`src/sv/acre_pkg.sv`:
```
// Shared types and constants for the alignment CIGAR run encoder.
package acre_pkg;

    // CIGAR operation codes carried on the result channel
    typedef enum logic [2:0] {
        OP_CLIP  = 3'd0,
        OP_INS   = 3'd1,
        OP_DEL   = 3'd2,
        OP_MATCH = 3'd3,
        OP_MISM  = 3'd4,
        OP_SKIP  = 3'd5
    } t_op_code;

    // Configuration register indexes
    typedef enum logic [1:0] {
        REG_QUERY_LENGTH = 2'd0,
        REG_QUERY_START  = 2'd1,
        REG_QUERY_END    = 2'd2,
        REG_ALIGN_LENGTH = 2'd3
    } t_reg_index;

    localparam logic [7:0]  GAP_BYTE  = 8'd45;
    localparam logic [15:0] SKIP_MIN  = 16'd100;
    localparam logic [15:0] COUNT_CAP = 16'hFFFF;

    // Result queue geometry: one column emits at most three operations
    localparam int unsigned Q_DEPTH   = 4;
    localparam int unsigned Q_AW      = $clog2(Q_DEPTH);
    localparam int unsigned Q_CW      = $clog2(Q_DEPTH + 1);
    localparam int unsigned MAX_OPS   = 3;

    // One CIGAR operation
    typedef struct packed {
        t_op_code    op_code;
        logic [15:0] op_length;
        logic        last_op;
    } t_op;

    // Operations produced by one column, in order; cnt of them are valid
    typedef struct packed {
        logic [1:0]           cnt;
        t_op [MAX_OPS-1:0]    ops;
    } t_push;

endpackage

```
`src/sv/acre_run_track.sv`:
```
// Column input register, run tracking and per-column operation formation.
module acre_run_track
    import acre_pkg::*;
(
    input  logic        i_clk,
    input  logic        i_rst_n,
    input  logic        i_cfg_we,
    input  logic [1:0]  i_cfg_index,
    input  logic [15:0] i_cfg_data,
    input  logic        i_valid,
    output logic        o_ready,
    input  logic [7:0]  i_query_char,
    input  logic [7:0]  i_subject_char,
    input  logic        i_last_column,
    input  logic        i_room,
    output t_push       o_push
);

    logic [15:0] r_query_length;
    logic [15:0] r_query_start;
    logic [15:0] r_query_end;
    logic [15:0] r_align_length;

    logic        r_vld;
    logic [7:0]  r_q;
    logic [7:0]  r_s;
    logic        r_last;

    t_op_code    r_class;
    logic [15:0] r_count;
    logic        r_seen;

    logic        fire;
    logic        accept;
    t_op_code    cls;
    logic        cont;
    logic        len_cond;
    logic        lead;
    logic        flush;
    logic        trail;
    logic [16:0] trail_diff;
    t_op_code    n_class;
    logic [15:0] n_count;
    t_push       push;

    function automatic t_op_code classify(input logic [7:0] q, input logic [7:0] s);
        t_op_code c;
        if (s == GAP_BYTE) c = OP_INS;
        else if (q == GAP_BYTE) c = OP_DEL;
        else if (q == s) c = OP_MATCH;
        else c = OP_MISM;
        return c;
    endfunction

    function automatic logic continues(input t_op_code c, input logic [7:0] q,
                                       input logic [7:0] s);
        logic r;
        case (c)
            OP_INS:   r = (s == GAP_BYTE);
            OP_DEL:   r = (q == GAP_BYTE);
            OP_MATCH: r = (q == s);
            OP_MISM:  r = (s != GAP_BYTE) && (q != GAP_BYTE) && (q != s);
            default:  r = 1'b0;
        endcase
        return r;
    endfunction

    function automatic t_op run_op(input t_op_code c, input logic [15:0] n);
        t_op o;
        o.op_code   = (c == OP_DEL && n >= SKIP_MIN) ? OP_SKIP : c;
        o.op_length = n;
        o.last_op   = 1'b0;
        return o;
    endfunction

    // Configuration registers
    always_ff @(posedge i_clk) begin
        if (!i_rst_n) begin
            r_query_length <= '0;
            r_query_start  <= 16'd1;
            r_query_end    <= '0;
            r_align_length <= '0;
        end else if (i_cfg_we) begin
            case (t_reg_index'(i_cfg_index))
                REG_QUERY_LENGTH: r_query_length <= i_cfg_data;
                REG_QUERY_START:  r_query_start  <= i_cfg_data;
                REG_QUERY_END:    r_query_end    <= i_cfg_data;
                REG_ALIGN_LENGTH: r_align_length <= i_cfg_data;
                default: ;
            endcase
        end
    end

    // Stage advances when the queue can take a full column's worth of operations
    assign fire    = r_vld && i_room;
    assign o_ready = !r_vld || i_room;
    assign accept  = i_valid && o_ready;

    // Input register
    always_ff @(posedge i_clk) begin
        if (!i_rst_n) begin
            r_vld <= 1'b0;
        end else if (accept) begin
            r_vld <= 1'b1;
        end else if (fire) begin
            r_vld <= 1'b0;
        end
    end

    always_ff @(posedge i_clk) begin
        if (accept) begin
            r_q    <= i_query_char;
            r_s    <= i_subject_char;
            r_last <= i_last_column;
        end
    end

    // Classify the column and decide which operations it closes
    always_comb begin
        cls        = classify(r_q, r_s);
        cont       = r_seen && continues(r_class, r_q, r_s);
        len_cond   = r_query_length > r_align_length;
        lead       = !r_seen && len_cond && (r_query_start > 16'd1);
        flush      = r_seen && !cont;
        trail_diff = {1'b0, r_query_length} - {1'b0, r_query_end};
        trail      = r_last && len_cond && ($signed(trail_diff) > 17'sd1);
        n_class    = cont ? r_class : cls;
        if (!cont) n_count = 16'd1;
        else if (r_count < COUNT_CAP) n_count = r_count + 16'd1;
        else n_count = r_count;
    end

    // Pack the operations in stream order
    always_comb begin
        push     = '0;
        push.cnt = 2'd0;
        if (lead) begin
            push.ops[push.cnt].op_code   = OP_CLIP;
            push.ops[push.cnt].op_length = r_query_start - 16'd1;
            push.ops[push.cnt].last_op   = 1'b0;
            push.cnt = push.cnt + 2'd1;
        end
        if (flush) begin
            push.ops[push.cnt] = run_op(r_class, r_count);
            push.cnt = push.cnt + 2'd1;
        end
        if (r_last) begin
            push.ops[push.cnt]         = run_op(n_class, n_count);
            push.ops[push.cnt].last_op = !trail;
            push.cnt = push.cnt + 2'd1;
        end
        if (trail) begin
            push.ops[push.cnt].op_code   = OP_CLIP;
            push.ops[push.cnt].op_length = trail_diff[15:0];
            push.ops[push.cnt].last_op   = 1'b1;
            push.cnt = push.cnt + 2'd1;
        end
        if (!fire) push.cnt = 2'd0;
    end

    assign o_push = push;

    // Run state; drop back to no-column after the last column
    always_ff @(posedge i_clk) begin
        if (!i_rst_n) begin
            r_class <= OP_CLIP;
            r_count <= '0;
            r_seen  <= 1'b0;
        end else if (fire) begin
            if (r_last) begin
                r_class <= OP_CLIP;
                r_count <= '0;
                r_seen  <= 1'b0;
            end else begin
                r_class <= n_class;
                r_count <= n_count;
                r_seen  <= 1'b1;
            end
        end
    end

`ifndef NO_ASSERTIONS
    a_last_emits: assert property (@(posedge i_clk) disable iff (!i_rst_n)
        fire && r_last |-> o_push.cnt != 2'd0)
        else $error("last column produced no operation");
    a_last_clears: assert property (@(posedge i_clk) disable iff (!i_rst_n)
        fire && r_last |=> !r_seen && r_count == 16'd0)
        else $error("run state not cleared after last column");
    a_open_run: assert property (@(posedge i_clk) disable iff (!i_rst_n)
        r_seen |-> r_count != 16'd0)
        else $error("open run with zero length");
`endif

endmodule

```
`src/sv/acre_op_queue.sv`:
```
// Small result queue that serializes up to three operations per column.
module acre_op_queue
    import acre_pkg::*;
(
    input  logic        i_clk,
    input  logic        i_rst_n,
    input  t_push       i_push,
    output logic        o_room,
    output logic        o_valid,
    input  logic        i_ready,
    output t_op         o_op
);

    t_op             r_mem [Q_DEPTH];
    logic [Q_AW-1:0] r_wr_ptr;
    logic [Q_AW-1:0] r_rd_ptr;
    logic [Q_CW-1:0] r_count;
    logic [Q_CW-1:0] n_count;
    logic            pop;

    assign o_valid = r_count != '0;
    assign pop     = o_valid && i_ready;
    assign o_op    = r_mem[r_rd_ptr];
    assign o_room  = r_count <= Q_CW'(Q_DEPTH - MAX_OPS);
    assign n_count = r_count + Q_CW'(i_push.cnt) - Q_CW'(pop);

    // Write the column's operations at consecutive slots
    always_ff @(posedge i_clk) begin
        for (int k = 0; k < MAX_OPS; k++) begin
            if (2'(k) < i_push.cnt) begin
                r_mem[r_wr_ptr + Q_AW'(k)] <= i_push.ops[k];
            end
        end
    end

    // Advance pointers and occupancy
    always_ff @(posedge i_clk) begin
        if (!i_rst_n) begin
            r_wr_ptr <= '0;
            r_rd_ptr <= '0;
            r_count  <= '0;
        end else begin
            r_wr_ptr <= r_wr_ptr + Q_AW'(i_push.cnt);
            if (pop) r_rd_ptr <= r_rd_ptr + Q_AW'(1);
            r_count <= n_count;
        end
    end

`ifndef NO_ASSERTIONS
    a_no_overflow: assert property (@(posedge i_clk) disable iff (!i_rst_n)
        r_count <= Q_CW'(Q_DEPTH))
        else $error("result queue overflow");
    a_push_room: assert property (@(posedge i_clk) disable iff (!i_rst_n)
        i_push.cnt != 2'd0 |-> o_room)
        else $error("push without room");
    a_pop_only: assert property (@(posedge i_clk) disable iff (!i_rst_n)
        pop && i_push.cnt == 2'd0 |=> r_count == $past(r_count) - Q_CW'(1))
        else $error("occupancy did not drop on pop");
`endif

endmodule

```
`src/sv/alignment_cigar_run_encoder.sv`:
```
// Top level of the alignment CIGAR run encoder.
// Usage:
//   Input channel (i_valid / o_ready) carries one alignment column per
//   transaction: query byte, subject byte and a last-column mark.
//   Output channel (o_valid / i_ready) carries one CIGAR operation per
//   transaction: op code, run or clip length, and a final-operation mark.
//   Configuration is a plain write port (i_cfg_we, i_cfg_index, i_cfg_data);
//   the user must write it only while no column is in flight; the block does not enforce this.
// Path: an accepted column is held in the input register until the queue has
//   room, then its operations are written into the result queue.
// Throughput: one column per cycle while each column yields at most one
//   operation and i_ready is high; a column that yields two or three (leading
//   clip, final run, trailing clip) holds the input while the four-entry
//   result queue drains.
// Stall: when i_ready is low the queue fills and, while a column is held,
//   o_ready drops once the queue holds more than one operation; nothing is lost.
// Reset: synchronous, active low; clears the run state and the queue and
//   loads the register defaults (query start 1, others 0).
module alignment_cigar_run_encoder
    import acre_pkg::*;
(
    input  logic        i_clk,
    input  logic        i_rst_n,
    input  logic        i_cfg_we,
    input  logic [1:0]  i_cfg_index,
    input  logic [15:0] i_cfg_data,
    input  logic        i_valid,
    output logic        o_ready,
    input  logic [7:0]  i_query_char,
    input  logic [7:0]  i_subject_char,
    input  logic        i_last_column,
    output logic        o_valid,
    input  logic        i_ready,
    output logic [2:0]  o_op_code,
    output logic [15:0] o_op_length,
    output logic        o_last_op
);

    t_push push;
    logic  room;
    t_op   op;

    // Column stage and run tracking
    acre_run_track u_track (
        .i_clk          (i_clk),
        .i_rst_n        (i_rst_n),
        .i_cfg_we       (i_cfg_we),
        .i_cfg_index    (i_cfg_index),
        .i_cfg_data     (i_cfg_data),
        .i_valid        (i_valid),
        .o_ready        (o_ready),
        .i_query_char   (i_query_char),
        .i_subject_char (i_subject_char),
        .i_last_column  (i_last_column),
        .i_room         (room),
        .o_push         (push)
    );

    // Result queue
    acre_op_queue u_queue (
        .i_clk   (i_clk),
        .i_rst_n (i_rst_n),
        .i_push  (push),
        .o_room  (room),
        .o_valid (o_valid),
        .i_ready (i_ready),
        .o_op    (op)
    );

    assign o_op_code   = op.op_code;
    assign o_op_length = op.op_length;
    assign o_last_op   = op.last_op;

endmodule

```
`config.mk`:
```
export PLATFORM = sky130hd
export DESIGN_NAME = alignment_cigar_run_encoder
export DESIGN_NICKNAME = d
export VERILOG_FILES = /design/src/sv/acre_pkg.sv /design/src/sv/acre_run_track.sv /design/src/sv/acre_op_queue.sv /design/src/sv/alignment_cigar_run_encoder.sv
export SDC_FILE = /design/constraint.sdc
export NUM_CORES = 1
export LEC_CHECK = 0
export BUFFER_PORTS_ARGS = -buffer_cell sky130_fd_sc_hd__buf_2
export CAP_MARGIN = 10
export CORE_UTILIZATION = 45
export DETAILED_ROUTE_END_ITERATION = 10
export PLACE_DENSITY = 0.67
export SLEW_MARGIN = 5
export SYNTH_ARGS = -nofsm -noshare
export SYNTH_HDL_FRONTEND = slang
export SYNTH_HIERARCHICAL = 1
export SYNTH_SLANG_ARGS = --single-unit
```
`constraint.sdc`:
```
create_clock -name i_clk -period 5.5 [get_ports i_clk]
set_input_delay 0.275 -clock i_clk [delete_from_list [all_inputs] [get_ports i_clk]]
set_output_delay 0.275 -clock i_clk [all_outputs]
set_load 0.005 [all_outputs]
```
==> run metrics <==
worst r2r path cells 17; Worst-path clk slew 0.08 ns; Hold WS 0.00882 ns; CTS max path bufs 2; largest net degree at the start of global routing 94; Final nets 1609; Cell Int Power 2.80 mW; synth cell count leaders nand2_1 (340), nor2_1 (146), edfxtp_1 (97), dfxtp_1 (94), a31oi_1 (87); final global-route overflow total 0; path type of the worst setup path register to register; DR WL met3 2.77 mm; classification of the worst-slack hold path input port to register; Routed met2 length 16.6 mm; area delta synth->final 9.31%; Core Rows 61; PwrDens 301 mW/mm²; utilization after layout 0.501; Hold Fails Final Rpt 0; synthesized area per cell 8.47 µm²; Flop pwr share 0.413; drt total wl 36.2 mm; Clk Latency, worst-skew pair 0.45 ns; die height 170 µm; Ant. Diodes 0; cell count after placement 1872; Setup crit end kind register; clock buffer count from CTS 17; Synth Warn # 6; WP data required 5.67 ns; Worst Path Max Fanout 20; top cell type's share of synthesized area 0.228; total negative slack 0 ns; post-synthesis net count 1594; worst slew pin tran 1.25 ns; Setup Skew 0.0128 ns; FF+latch count, synth 191; crit path DAT 5.00 ns; most numerous cell in the Yosys netlist nand2_1; die width 170 µm; top cells by area, synth edfxtp_1 (23%), dfxtp_1 (15%), nand2_1 (10%); minimum clock period 4.83 ns; Leak 5.25 nW; clock power share 0.299; Mapped Cells 1507; status finished, final reports clean; Comb pwr share 0.288; number of I/O pins 62; Initial Utilization 0.458; Fmax 0.207 GHz; count of cell types in the netlist 86; Setup crit start kind register; DR iter-0 viols 1322; Sw Pwr 1.40 mW; share of layout cells above drive strength 1 0.119; TritonCTS clock tree built; count of final max-slew check failures 0; H-tree levels 4; core area 0.0279 mm²; vias in the first global route 10200; dpl hpwl 25.4 mm; WL/cell 18.9 µm; final setup fails 0; first-pass GRT wire length 56.2 mm; Avg Vias per Cell 5.81; period utilization 0.879; ys async rst share 0; Max IR drop VDD 190 µV; hold depth 1; initial antenna violation count 0; ys flop type edfxtp_1; Slew headroom 0.166; Detailed Routing Iterations Pass 1 6; register area 0.00479 mm²; Final GP Congestion 0.901; final cell count without fillers 1913; Buffers on Ports 61; Remaining DRCs 0; area leader, netlist edfxtp_1; met1 WL 16.1 mm; MaxCap Viol Count 0; setup bufs post-CTS 0; root buffer cell clkbuf_16; DR top layer met4; Post-Syn Area 0.0128 mm²; fill cell count 2598; EDFF count, synth 97; total track usage 0.250; RSZ-0062 raised after global routing false; via count 11100; antenna-violating nets left 0; sw frac 0.333; clk sink count 191; multi-input logic area 0.00731 mm²; Seq/Total Area, Yosys 0.375; die area 0.0291 mm²
==> area by class of cell <==
class / instances / area share
repair buffers: 96 / 0.0421
flip-flops and latches: 191 / 0.343
well taps: 378 / 0.0339
clock buffers: 18 / 0.0307
inverters: 60 / 0.0161
clock inverters: 14 / 0.0103
multi-input cells: 1156 / 0.523
==> state kept, by name, summed over array words and instances (netlist names), named ones only <==
name and cells:
u_queue/r_count 3, u_track/r_align_length 16, u_track/r_q 8, u_track/r_last 1, u_track/r_query_start 16, u_track/r_count 16, u_track/r_vld 1, u_track/r_seen 1
u_track/r_s 8, u_track/r_query_end 16, u_queue/r_rd_ptr 2, u_track/r_class 3, u_queue/r_wr_ptr 2, u_queue/r_mem 80, u_track/r_query_length 16
==> metal layers <==
layer,track usage,vias up
met5,0,-
li1,-,5375
met3,0.0316,56
met2,0.403,491
met4,0.0705,0
met1,0.351,5193
==> critical path, cell delays in order (launching register included) <==
cell	delay, ns
dfxtp_1	0.34
inv_1	0.04
ha_1	0.28
nand2_1	0.06
nor4_1	0.37
a22oi_1	0.14
a31oi_1	0.40
nand2_1	0.22
inv_1	0.13
ha_1	0.26
xor2_1	0.30
ha_1	0.29
mux2_2	0.27
nor2_1	0.14
buf_4	0.26
or3b_1	0.73
nand2_1	0.19
a31oi_1	0.11
==> stage by stage <==
step | instance area, µm² | power, mW | setup slack, ns
floorplan | 12800 | 2.58 | 0.600
global placement | 13300 | 2.94 | 0.902
detailed placement | 13300 | 2.96 | 0.750
CTS | 14000 | 4.21 | 0.704
global route | 14000 | 4.39 | 0.442
finish | 14000 | 4.20 | 0.668
==> path summary, 6_finish.rpt <==
path | start | endpoint | slack [ns]
worst min register to register | u_track/r_query_end[4] | u_track/r_query_end[4] | 0.47
worst min-delay path | i_subject_char[0] | u_track/r_s[0] | 0.009
worst max-delay path | u_track/r_align_length[7] | u_queue/r_mem[1][19] | 0.67
worst max register to register | u_track/r_align_length[7] | u_queue/r_mem[1][19] | 0.67
==> what timing repair did <==
action                                 CTS  global route
endpoints found under the hold margin    8             0
gates resized for setup                  0             0
hold buffers                             8             0
==> layout by cell type (no fill, tap or decap), types with 6 or more instances in the layout <==
cell type      netlist  routed
mux2_2              12      12
ha_1                45      45
nor2b_1             23      23
and2_1              21      21
a31oi_1             87      87
a21oi_1             40      38
inv_1               59      59
o2bb2ai_1            8       8
mux2_1               6       6
a2bb2oi_1            6       6
nand3b_1             7       7
and3_1               9       9
a211oi_1             8       8
xnor2_1             27      27
or2_2                6       6
o21ai_0             27      27
a22oi_1             13      13
nor4_1              10      10
mux2i_1             40      40
nor2_1             146     146
edfxtp_1            97      97
dfxtp_1             94      94
a21o_1               7       7
dlygate4sd3_1        0       8
mux4_2              20      20
nand4_1              8       8
nand3_1             19      19
o211ai_1             9       9
a21boi_0            66      66
buf_4                7      27
xor2_1              18      18
buf_2               33      61
clkbuf_16            0      17
nor3_1              26      26
nand2_1            340     340
==> power by group through the flow <==
stage | registers [mW] | logic [mW] | clock network [mW]
floorplan | 1.72 | 0.852 | 0
global placement | 1.76 | 1.18 | 0
detailed placement | 1.77 | 1.20 | 0
CTS | 1.73 | 1.21 | 1.27
global route | 1.75 | 1.33 | 1.32
finish | 1.73 | 1.21 | 1.25
==> cell families after synthesis <==
family | Yosys count | share of synthesized area
DFF | 191 | 0.375
xor gates and xnor gates | 45 | 0.0309
AOI/OAI and AO/OA | 331 | 0.181
adders and majority gates | 49 | 0.0488
muxes | 78 | 0.0825
buffers and inverters | 160 | 0.0535
and+or+nand+nor | 653 | 0.228
Power figures use the tool's default switching activity.
